==> src/rtl/core/crc8fc_pkg.sv <==
// ----------------------------------------------------------------------------
// crc8fc_pkg
// Types, constants and the CRC-8 update function of the frame checker.
// ----------------------------------------------------------------------------
package crc8fc_pkg;

	localparam logic [7:0] CrcPoly     = 8'h07;
	localparam logic [7:0] CrcInit     = 8'h00;
	localparam logic [7:0] MarkerReset = 8'h7e;

	typedef enum logic [2:0] {
		PH_HUNT    = 3'd0,
		PH_SIZE    = 3'd1,
		PH_SEQ     = 3'd2,
		PH_TYPE    = 3'd3,
		PH_PAYLOAD = 3'd4,
		PH_CRC     = 3'd5
	} phase_t;

	typedef struct packed {
		logic [7:0] payload_byte;
		logic       payload_valid;
		logic       frame_end;
		logic       crc_ok;
		logic [7:0] frame_size;
		logic [7:0] sequence_number;
		logic [7:0] message_type;
	} result_t;

	// One byte through CRC-8, MSB first, no reflection.
	function automatic logic [7:0] crc8_feed(input logic [7:0] crc, input logic [7:0] data);
		logic [7:0] c;
		c = crc ^ data;
		for (int k = 0; k < 8; k++) begin
			if (c[7]) begin
				c = {c[6:0], 1'b0} ^ CrcPoly;
			end else begin
				c = {c[6:0], 1'b0};
			end
		end
		return c;
	endfunction

endpackage

==> src/rtl/core/crc8fc_parser.sv <==
// ----------------------------------------------------------------------------
// crc8fc_parser
// Frame state machine and running CRC; one byte per enabled cycle.
// ----------------------------------------------------------------------------
module crc8fc_parser import crc8fc_pkg::*; (
	input  logic       clk,
	input  logic       arst_n,
	input  logic       step,
	input  logic [7:0] rx_byte,
	input  logic [7:0] frame_marker,
	output result_t    result
);

	phase_t     phase_q, phase_nxt;
	logic [7:0] crc_q, crc_nxt;
	logic [7:0] left_q, left_nxt;
	logic [7:0] size_q, seq_q, type_q;
	logic [7:0] crc_base, crc_fed, left_dec;

	// The marker starts a fresh CRC, so hunting feeds from the initial value.
	assign crc_base = (phase_q == PH_HUNT) ? CrcInit : crc_q;
	assign crc_fed  = crc8_feed(crc_base, rx_byte);
	assign left_dec = left_q - 8'd1;

	// Next state.
	always_comb begin
		phase_nxt = PH_HUNT;
		unique case (phase_q)
			PH_HUNT: begin
				phase_nxt = (rx_byte == frame_marker) ? PH_SIZE : PH_HUNT;
			end
			PH_SIZE:    phase_nxt = PH_SEQ;
			PH_SEQ:     phase_nxt = PH_TYPE;
			PH_TYPE: begin
				phase_nxt = (left_q != 8'd0) ? PH_PAYLOAD : PH_CRC;
			end
			PH_PAYLOAD: begin
				phase_nxt = (left_dec == 8'd0) ? PH_CRC : PH_PAYLOAD;
			end
			PH_CRC:     phase_nxt = PH_HUNT;
			default:    phase_nxt = PH_HUNT;
		endcase
	end

	// Outputs and datapath updates.
	always_comb begin
		result   = '0;
		crc_nxt  = crc_q;
		left_nxt = left_q;
		unique case (phase_q)
			PH_HUNT: begin
				if (rx_byte == frame_marker) begin
					crc_nxt = crc_fed;
				end
			end
			PH_SIZE: begin
				crc_nxt  = crc_fed;
				left_nxt = rx_byte;
			end
			PH_SEQ, PH_TYPE: begin
				crc_nxt = crc_fed;
			end
			PH_PAYLOAD: begin
				result.payload_byte  = rx_byte;
				result.payload_valid = 1'b1;
				crc_nxt              = crc_fed;
				left_nxt             = left_dec;
			end
			PH_CRC: begin
				result.frame_end       = 1'b1;
				result.crc_ok          = (rx_byte == crc_q);
				result.frame_size      = size_q;
				result.sequence_number = seq_q;
				result.message_type    = type_q;
				crc_nxt                = CrcInit;
			end
			default: begin
				crc_nxt = crc_q;
			end
		endcase
	end

	always_ff @(posedge clk or negedge arst_n) begin
		if (!arst_n) begin
			phase_q <= PH_HUNT;
			crc_q   <= CrcInit;
			left_q  <= 8'd0;
			size_q  <= 8'd0;
			seq_q   <= 8'd0;
			type_q  <= 8'd0;
		end else if (step) begin
			phase_q <= phase_nxt;
			crc_q   <= crc_nxt;
			left_q  <= left_nxt;
			if (phase_q == PH_SIZE) begin
				size_q <= rx_byte;
			end
			if (phase_q == PH_SEQ) begin
				seq_q <= rx_byte;
			end
			if (phase_q == PH_TYPE) begin
				type_q <= rx_byte;
			end
		end
	end

endmodule

==> config.mk <==
export PLATFORM = sky130hd
export DESIGN_NAME = crc8fc_parser
export DESIGN_NICKNAME = d
export VERILOG_FILES = /design/src/rtl/core/crc8fc_pkg.sv /design/src/rtl/core/crc8fc_parser.sv
export SDC_FILE = /design/constraint.sdc
export NUM_CORES = 1
export LEC_CHECK = 0
export BUFFER_PORTS_ARGS = -buffer_cell sky130_fd_sc_hd__buf_2
export CORE_MARGIN = 2
export CORE_UTILIZATION = 40
export CTS_BUF_LIST = sky130_fd_sc_hd__clkbuf_8
export DETAILED_ROUTE_END_ITERATION = 16
export GPL_ROUTABILITY_DRIVEN = 1
export PLACE_DENSITY = 0.63
export SLEW_MARGIN = 20
export SYNTH_ARGS = -nofsm -noshare
export SYNTH_HDL_FRONTEND = slang
export SYNTH_SLANG_ARGS = --single-unit
==> constraint.sdc <==
create_clock -name clk -period 2.2 [get_ports clk]
set_input_delay 0.44 -clock clk [delete_from_list [all_inputs] [get_ports clk]]
set_output_delay 0.44 -clock clk [all_outputs]
set_load 0.03 [all_outputs]
==> results of run 1 <==
==> layout make-up <==
cell class / instances / share of cell area
inverters: 5 / 0.005794
clock buffers: 6 / 0.02549
flip-flops and latches: 43 / 0.3322
clock inverters: 2 / 0.005021
repair buffers: 67 / 0.1151
multi-input cells: 212 / 0.4855
well taps: 80 / 0.03090
==> flip-flops by register name (all words and copies together), names as in the netlist <==
name and flops:
crc_q 8, left_q 8, phase_q 3, seq_q 8
size_q 8, type_q 8
==> power breakdown <==
group / switching, mW / internal (mW) / total [mW]
Sequential: 0.363 / 1.18 / 1.54
Combinational: 1.10 / 1.10 / 2.20
Clock: 0.282 / 0.257 / 0.539
Total: 1.75 / 2.53 / 4.28
==> worst max path at each step <==
stage / end / startpoint / cells after the start / slack (ns)
after CTS: result[24] / phase_q[0] / 4 / 0.04
after global routing: result[26] / phase_q[0] / 4 / 0.007
after floorplan: result[15] / phase_q[1] / 5 / 0.02
final: result[24] / crc_q[7] / 4 / 0.12
after detailed placement: phase_q[0] / left_q[0] / 6 / 0.11
after global placement: phase_q[0] / left_q[0] / 6 / 0.19
==> metal layers <==
| metal | track usage | part of all wire | routed length, um | up-vias |
|---|---|---|---|---|
| li1 | - | - | - | 1071 |
| met1 | 0.2712 | 0.47 | 3089 | 1042 |
| met2 | 0.2915 | 0.48 | 3146 | 48 |
| met3 | 0.03048 | 0.030 | 198 | 8 |
| met4 | 0.05114 | 0.014 | 91 | 0 |
| met5 | 0 | 0 | 0 | - |
==> repair_timing <==
item / CTS / global route
setup endpoints to repair: 1 / 16
resized for setup: 1 / 5
gates cloned: 0 / 0
==> cells by family after synthesis <==
logic type	count (synthesis)	share of synthesized area
AND/OR/NAND/NOR	91	0.1816
XOR/XNOR	54	0.1775
flip-flops	43	0.3923
AO/OA/AOI/OAI	41	0.1013
buffers and inverters	28	0.04014
multiplexers	24	0.09808
adder cells (fa/ha/maj)	2	0.009123
==> cells in the final DEF (no fill, tap or decap), drive strengths merged, types with 4 or more instances in the layout <==
master / n
nand2: 20
buf: 67
dfrtp: 43
a21oi: 7
xnor2: 43
xor2: 10
and3: 8
o21ai: 13
nand4: 4
nor2: 15
inv: 4
mux2: 23
clkbuf: 6
nor3: 4
nand3: 6
o2bb2ai: 8
and2: 24
==> metrics.csv, run 1 <==
metric;value;unit
r2r_cells;6;
initial_core_util;0.4082;
cp.required;1.76;ns
final-seq-area;0.001076;sq mm
via_per_inst;5.227;
syn_area;0.002743;sq mm
synth-seq-cells;43;
routed_wl;6.525;mm
synth_flop_cell;dfrtp_1;
vias;2169;
clk_pin_slew;0.09;ns
ys_warn_count;0;
worst_pin_slew;0.5524;ns
synthArstFlopShare;1.000;
setup_viol;0;
critical_path.reg2reg.endpoint;phase_q[0];
cts_max_level;2;
cts_tree;yes;
post_cts_buffers;0;
finClkSkew;0.004201;ns
synth-edff-count;0;
r2r_slack;0.16;ns
crit_family;simple AND/OR/NAND/NOR gates;
grt_pass1_vias;2114;
rr_startpoint;left_q[0];
synthToLayoutAreaGrowth;18.11;%
portBuffers;53;
synth_nets;304;
finalWorstSetupSlack;0.1180;ns
post-route-min-period;2.082;ns
grt_max_degree;44;
grt_overflow;0;
numCtsBuffers;5;
worstSetupPathType;reg2out;
status;complete, no violations;
slew_headroom;0.6317;
nNetsFinal;355;
wl_per_cell;15.72;um
first_iter_violations;139;
p_per_area;1321;mW/mm^2
n_antenna_cell;0;
cp.arrival;1.64;ns
io_pins;54;
drt_pass1_iterations;4;
path_max_fanout;5;
cp_cell_sequence;xnor2_1, nand4_1, nor4_2, buf_4;
place_area;0.003128;sq mm
yosys-top-cells-count;dfrtp_1, xnor2_1, and2_1;
postCtsHoldBufs;0;
leakage;1.501;nW
fmax;0.4803;GHz
die_height;86.81;um
vdd_drop_max;576.0;uV
core_area;0.006719;sq mm
slew_violations;0;
fin_setup_tns;0;ns
worst-path-buf-inv;1;
grt_use_total;0.1877;
worstSetupStartpointType;register;
dieWidth;86.81;um
hold_slack;0.2147;ns
multiInputGateArea;0.001573;sq mm
rsz0062_at_grt;no;
yosys.area.top_type_share;0.3923;
grt_antenna_before_repair;0;
drive_gt1_frac;0.3194;
avgSynthCellArea;9.691;sq um
rows;30;
post-place-ws;0.1099;ns
finalHoldViolations;0;
place_hpwl;4.669;mm
fin_crit_sh;0.9464;
drv_cap;0;
insertion_delay;0.29;ns
placed_cells;407;
fin_util;0.4821;
cts.sinks;43;
end_kind;output port;
place_congestion;0.7877;
cpPeakStageDelay;0.48;ns
route.detailed.drc;0;
grt_pass1_wl;10.96;mm
fill_cells;619;
synth-seq-area-share;0.3923;
yosys-top-cells-area;dfrtp_1, xnor2_1, mux2_2;
ys_types;39;
antenna_left;0;
die_area;0.007535;sq mm
min_path_type;in2async;
fin_cells;415;
power;4.280;mW
synth_area_leader_cell;dfrtp_1;
postSynthCellCount;283;
cts_root_buf;clkbuf_8;
max-clock-path-buffers;2;
cp_slowest_cell;dfrtp_1;
finalInstanceArea;0.003239;sq mm
Power figures use the tool's default switching activity.
==> inputs of run 2 (changes only) <==
Settings changed: CTS_BUF_LIST sky130_fd_sc_hd__clkbuf_8 to sky130_fd_sc_hd__clkbuf_16, SETUP_SLACK_MARGIN set to 0.02.
==> run 2 against run 1 <==
  * Die area stayed put
  * Register-to-register slack hardly changed
  * Highest routed layer unchanged
  * Critical path depth stayed put
  * Clock-buffer cell count is 1 lower
  * Flip-flop and latch count stayed put
  * Worst hold slack better by 0.018 ns
  * Global-route usage is 0.54 points higher
  * Non-clock buffer count is 3 higher
  * Combinational power hardly changed
  * Via count is 1.3% higher
  * Sequential power hardly changed
  * Clock power is 56% higher
  * Largest cell class unchanged
  * Critical path type unchanged
==> metrics.csv, run 2 (synthesis results as in run 1) <==
metric;value;unit;change
first_iter_violations;138;;was 139
cts_tree;yes;;unchanged
synthToLayoutAreaGrowth;20.99;%;was 18.11%
cts_max_level;2;;unchanged
portBuffers;53;;unchanged
initial_core_util;0.4082;;unchanged
place_hpwl;4.887;mm;was 4.669 mm
grt_pass1_vias;2166;;was 2114
fin_crit_sh;0.9451;;was 0.9464
worst_pin_slew;0.5581;ns;was 0.5524 ns
crit_path_start;phase_q[1];;was crc_q[7]
worstSetupStartpointType;register;;unchanged
status;complete, no violations;;unchanged
die_height;86.81;um;unchanged
finClkSkew;0.002888;ns;was 0.004201 ns
fin_util;0.4939;;was 0.4821
slew_headroom;0.6279;;was 0.6317
pwr-share-seq;0.337;;was 0.360
max-clock-path-buffers;2;;unchanged
fmax;0.4809;GHz;was 0.4803 GHz
dieWidth;86.81;um;unchanged
post-place-ws;0.09896;ns;was 0.1099 ns
drive_gt1_frac;0.3175;;was 0.3194
min_path_type;in2async;;unchanged
cts_root_buf;clkbuf_16;;was clkbuf_8
cpPeakStageDelay;0.42;ns;was 0.48 ns
numCtsBuffers;5;;unchanged
final_common_cell;buf_2;;unchanged
routed_wl;6.690;mm;was 6.525 mm
n_antenna_cell;0;;unchanged
vdd_drop_max;562.0;uV;was 576.0 uV
cp.arrival;1.64;ns;about the same
leakage;1.544;nW;was 1.501 nW
nNetsFinal;358;;was 355
grt_overflow;0;;unchanged
internal_power;2.838;mW;was 2.531 mW
slew_violations;0;;unchanged
route.detailed.drc;0;;unchanged
rsz0062_at_grt;no;;unchanged
io_pins;54;;unchanged
rows;30;;unchanged
insertion_delay;0.28;ns;was 0.29 ns
rr_startpoint;left_q[0];;unchanged
cts.sinks;43;;unchanged
r2r_slack;0.16;ns;about the same
drt_pass1_iterations;4;;unchanged
path_max_fanout;16;;was 5
die_area;0.007535;sq mm;unchanged
antenna_left;0;;unchanged
p_comb_frac;0.481;;was 0.515
clk_pin_slew;0.06;ns;was 0.09 ns
grt_max_degree;44;;unchanged
switching_share;0.3872;;was 0.4085
place_congestion;0.8426;;was 0.7877
fin_setup_tns;0;ns;unchanged
setup_viol;0;;unchanged
wl_per_cell;16.04;um;was 15.72 um
power_frac_clock;0.182;;was 0.126
fill_cells;633;;was 619
grt_antenna_before_repair;0;;unchanged
post-route-min-period;2.079;ns;was 2.082 ns
r2r_cells;6;;unchanged
via_per_inst;5.271;;was 5.227
drv_cap;0;;unchanged
finalWorstSetupSlack;0.1207;ns;was 0.1180 ns
core_area;0.006719;sq mm;unchanged
worstSetupPathType;reg2out;;unchanged
finalHoldViolations;0;;unchanged
cp.required;1.76;ns;about the same
grt_use_total;0.1931;;was 0.1877
cp_slowest_cell;dfrtp_1;;unchanged
end_kind;output port;;unchanged
final_cell_mix;buf_2, xnor2_1, dfrtp_1;;unchanged
cp_cell_sequence;and3b_1, buf_4, and2_1, buf_2;;was xnor2_1, nand4_1, nor4_2, buf_4
critical_path.reg2reg.endpoint;phase_q[0];;unchanged
vias;2198;;was 2169
grt_pass1_wl;11.19;mm;was 10.96 mm
switchingPower;1.794;mW;was 1.748 mW
p_per_area;1396;mW/mm^2;was 1321 mW/mm^2
==> run 2: stage by stage <==
stage / area [sq um] / power (mW) / hold WS, ns / cells
floorplan: 2750 / 3.261 / 0.1444 / 283
global placement: 3151 / 3.721 / 0.4799 / 410
detailed placement: 3151 / 3.786 / 0.4868 / 410
CTS: 3313 / 4.655 / 0.2577 / 417
global route: 3318 / 4.980 / 0.2970 / 417
finish: 3318 / 4.632 / 0.2325 / 417
==> run 2: worst max-delay path: cells and delay by family (launching register included) <==
kind / cells / cell delay [ns]
buffers and inverters: 2 / 0.42
DFF: 1 / 0.42
and+or+nand+nor: 2 / 0.50
==> run 2: cell type report <==
class,instances,area (sq um),area share
Clock buffer,5,125.1,0.03771
Clock inverter,2,37.54,0.01131
Inverter,5,18.77,0.005656
Multi-Input combinational cell,212,1567,0.4721
Sequential cell,43,1077,0.3247
Tap cell,80,100.1,0.03017
Timing Repair Buffer,70,392.9,0.1184
==> run 2: power by group through the flow <==
stage,clock network [mW],logic (mW),registers [mW]
after CTS,0.863,2.24,1.55
after global routing,0.879,2.47,1.63
final,0.843,2.23,1.56
after floorplan,0,1.87,1.39
after global placement,0,2.17,1.55
after detailed placement,0,2.23,1.56
==> run 2: how the worst max path moves through the flow <==
stage / end / slack [ns] / cells after the start
floorplan: result[24] / 0.05 / 4
global placement: phase_q[0] / 0.18 / 6
detailed placement: phase_q[0] / 0.1 / 6
CTS: result[21] / 0.07 / 4
global route: result[24] / 0.04 / 4
finish: result[21] / 0.12 / 4
==> run 2: metal layers <==
layer | GRT usage | vias up | wire length (um)
li1 | - | 1075 | -
met1 | 0.2741 | 1069 | 3219
met2 | 0.3019 | 46 | 3118
met3 | 0.02571 | 8 | 255
met4 | 0.06818 | 0 | 97
met5 | 0 | - | 0
==> run 2: what timing repair did <==
item                       4_1_cts  5_1_grt
setup buffers                    0        0
hold buffers                     0        0
setup endpoints to repair        0        3
gates resized for setup          0        2
==> inputs of run 3 (changes only) <==
Settings changed: PLACE_DENSITY 0.63 to 0.65.
Clock period 2.2 ns to 1.71 ns, I/O delays scaled along.
==> run 3 against run 2 <==
  * Flip-flop and latch count is the same
  * The flow now finishes with violations (negative setup slack)
  * Highest routed layer unchanged
  * Global-route usage increased by 3.0 points
  * Utilization increased by 13 points
  * Setup slack got worse by 0.32 ns
  * Register-to-register slack lost 0.36 ns
==> metrics.csv, run 3 (synthesis results as in run 1) <==
metric;value;unit;change
status;finished, violations left;;was complete, no violations
violations;negative setup slack;;
place_congestion;0.8563;;was 0.8426
io_pins;54;;unchanged
initial_core_util;0.4082;;unchanged
route.detailed.drc;0;;unchanged
insertion_delay;0.29;ns;was 0.28 ns
cp.required;1.94;ns;was 1.76 ns
cp.arrival;2.14;ns;was 1.64 ns
grt_overflow;0;;unchanged
grt_antenna_before_repair;0;;unchanged
first_iter_violations;109;;was 138
grt_max_degree;23;;was 44
fin_crit_sh;1.115;;
die_height;86.81;um;unchanged
end_kind;register;;was output port
grt_pass1_vias;2570;;was 2166
core_area;0.006719;sq mm;unchanged
rsz0062_at_grt;yes;;was no
synthToLayoutAreaGrowth;51.87;%;was 20.99%
worstSetupPathType;reg2reg;;was reg2out
final_common_cell;buf_4;;was buf_2
final_cell_mix;buf_4, buf_6, dfrtp_1;;was buf_2, xnor2_1, dfrtp_1
grt_pass1_wl;12.87;mm;was 11.19 mm
vdd_drop_max;902.9;uV;was 562.0 uV
max-clock-path-buffers;2;;unchanged
place_area;0.003441;sq mm;was 0.003151 sq mm
cts_root_buf;clkbuf_16;;unchanged
cts.sinks;43;;unchanged
clk_pin_slew;0.07;ns;was 0.06 ns
portBuffers;53;;unchanged
drt_pass1_iterations;4;;unchanged
numCtsBuffers;5;;unchanged
power;7.173;mW;was 4.632 mW
cts_tree;yes;;unchanged
fin_cells;466;;was 417
slew_headroom;0.6277;;was 0.6279
wl_per_cell;17.94;um;was 16.04 um
slew_violations;0;;unchanged
worstSetupStartpointType;register;;unchanged
path_max_fanout;5;;was 16
finalWorstSetupSlack;-0.1969;ns;was 0.1207 ns
min_path_type;in2async;;unchanged
p_per_area;1722;mW/mm^2;was 1396 mW/mm^2
place_hpwl;5.529;mm;was 4.887 mm
leakage;1.874;nW;was 1.544 nW
n_antenna_cell;0;;unchanged
routed_wl;8.361;mm;was 6.690 mm
drv_cap;0;;unchanged
fin_setup_tns;-2.033;ns;was 0 ns
nNetsFinal;406;;was 358
worst_pin_slew;0.5584;ns;was 0.5581 ns
placed_cells;436;;was 410
via_per_inst;5.408;;was 5.271
rows;30;;unchanged
postCtsHoldBufs;0;;unchanged
post-route-min-period;1.907;ns;
setup_viol;34;;was 0
dieWidth;86.81;um;unchanged
grt_use_total;0.2228;;was 0.1931
die_area;0.007535;sq mm;unchanged
antenna_left;0;;unchanged
cts_max_level;2;;unchanged
finalHoldViolations;0;;unchanged
vias;2520;;was 2198
r2r_slack;-0.20;ns;was 0.16 ns
finClkSkew;0.005107;ns;was 0.002888 ns
finalInstanceArea;0.004165;sq mm;was 0.003318 sq mm
drive_gt1_frac;0.5311;;was 0.3175
fmax;0.5244;GHz;
fill_cells;516;;was 633
## run 3: changes by cell type in the layout (fill, tap and decap cells not counted), moves of 4 or more
cell	previous run	this run
and2_1	24	0
and2_4	0	24
and3_1	8	1
and3_4	0	7
buf_2	53	18
buf_4	17	53
buf_6	0	44
o21ai_0	13	8
o21ai_1	0	4
## run 3: report_power, final
| group | internal (mW) | switching, mW |
|---|---|---|
| Sequential | 1.52 | 0.431 |
| Clock | 0.555 | 0.451 |
| Combinational | 2.30 | 1.92 |
## run 3: worst max-delay path, stage by stage, from the launching register on
cell and delay [ns]:
dfrtp_1 0.43, inv_2 0.09, ha_4 0.12, or4b_4 0.49
or4b_4 0.52, nand3_2 0.08, a211o_2 0.12
## run 3: area by class of cell
| cell class | count | area, sq um | area share |
|---|---|---|---|
| inverter | 5 | 21.27 | 0.005107 |
| timing repair buffer | 118 | 1044 | 0.2505 |
| tap | 80 | 100.1 | 0.02403 |
| sequential | 43 | 1076 | 0.2583 |
| clock inverter | 3 | 26.28 | 0.006308 |
| multi-input combinational | 212 | 1773 | 0.4257 |
| clock buffer | 5 | 125.1 | 0.03004 |
## run 3: worst paths after layout
check / startpoint / to / cells past startpoint
setup / recovery: left_q[0] / phase_q[0] / 6
setup reg to reg: left_q[0] / phase_q[0] / 6
hold reg to reg: type_q[0] / type_q[0] / 1
min in group clk: rx_byte[6] / type_q[6] / 2
hold / removal: arst_n / crc_q[6] / 1
max in group asynchronous: arst_n / size_q[3] / 2
## run 3: metal layers
layer  vias up  wire length (um)  GRT usage
li1       1172                 -          -
met1      1264              3559     0.2930
met2        71              4288     0.3831
met3        13               321    0.02952
met4         0               191    0.06250
met5         -                 0          0
## run 3: timing repair
| action | 4_1_cts | 5_1_grt |
|---|---|---|
| pin swaps | 6 | 13 |
| resized for setup | 99 | 36 |
| setup buffers | 7 | 14 |
| cloned | 1 | 1 |
| endpoints found under the hold margin | 0 | 0 |
| setup endpoints to repair | 39 | 51 |
## run 3: stage by stage
step	setup WS, ns	hold slack, ns	util
final	-0.1969	0.03829	0.6199
after floorplan	-0.1789	0.04641	-
after global placement	-0.1078	0.3529	0.5121
after detailed placement	-0.1831	0.3570	0.5121
after CTS	-0.1503	0.04890	0.5864
after global routing	-0.2489	0.07445	0.6199
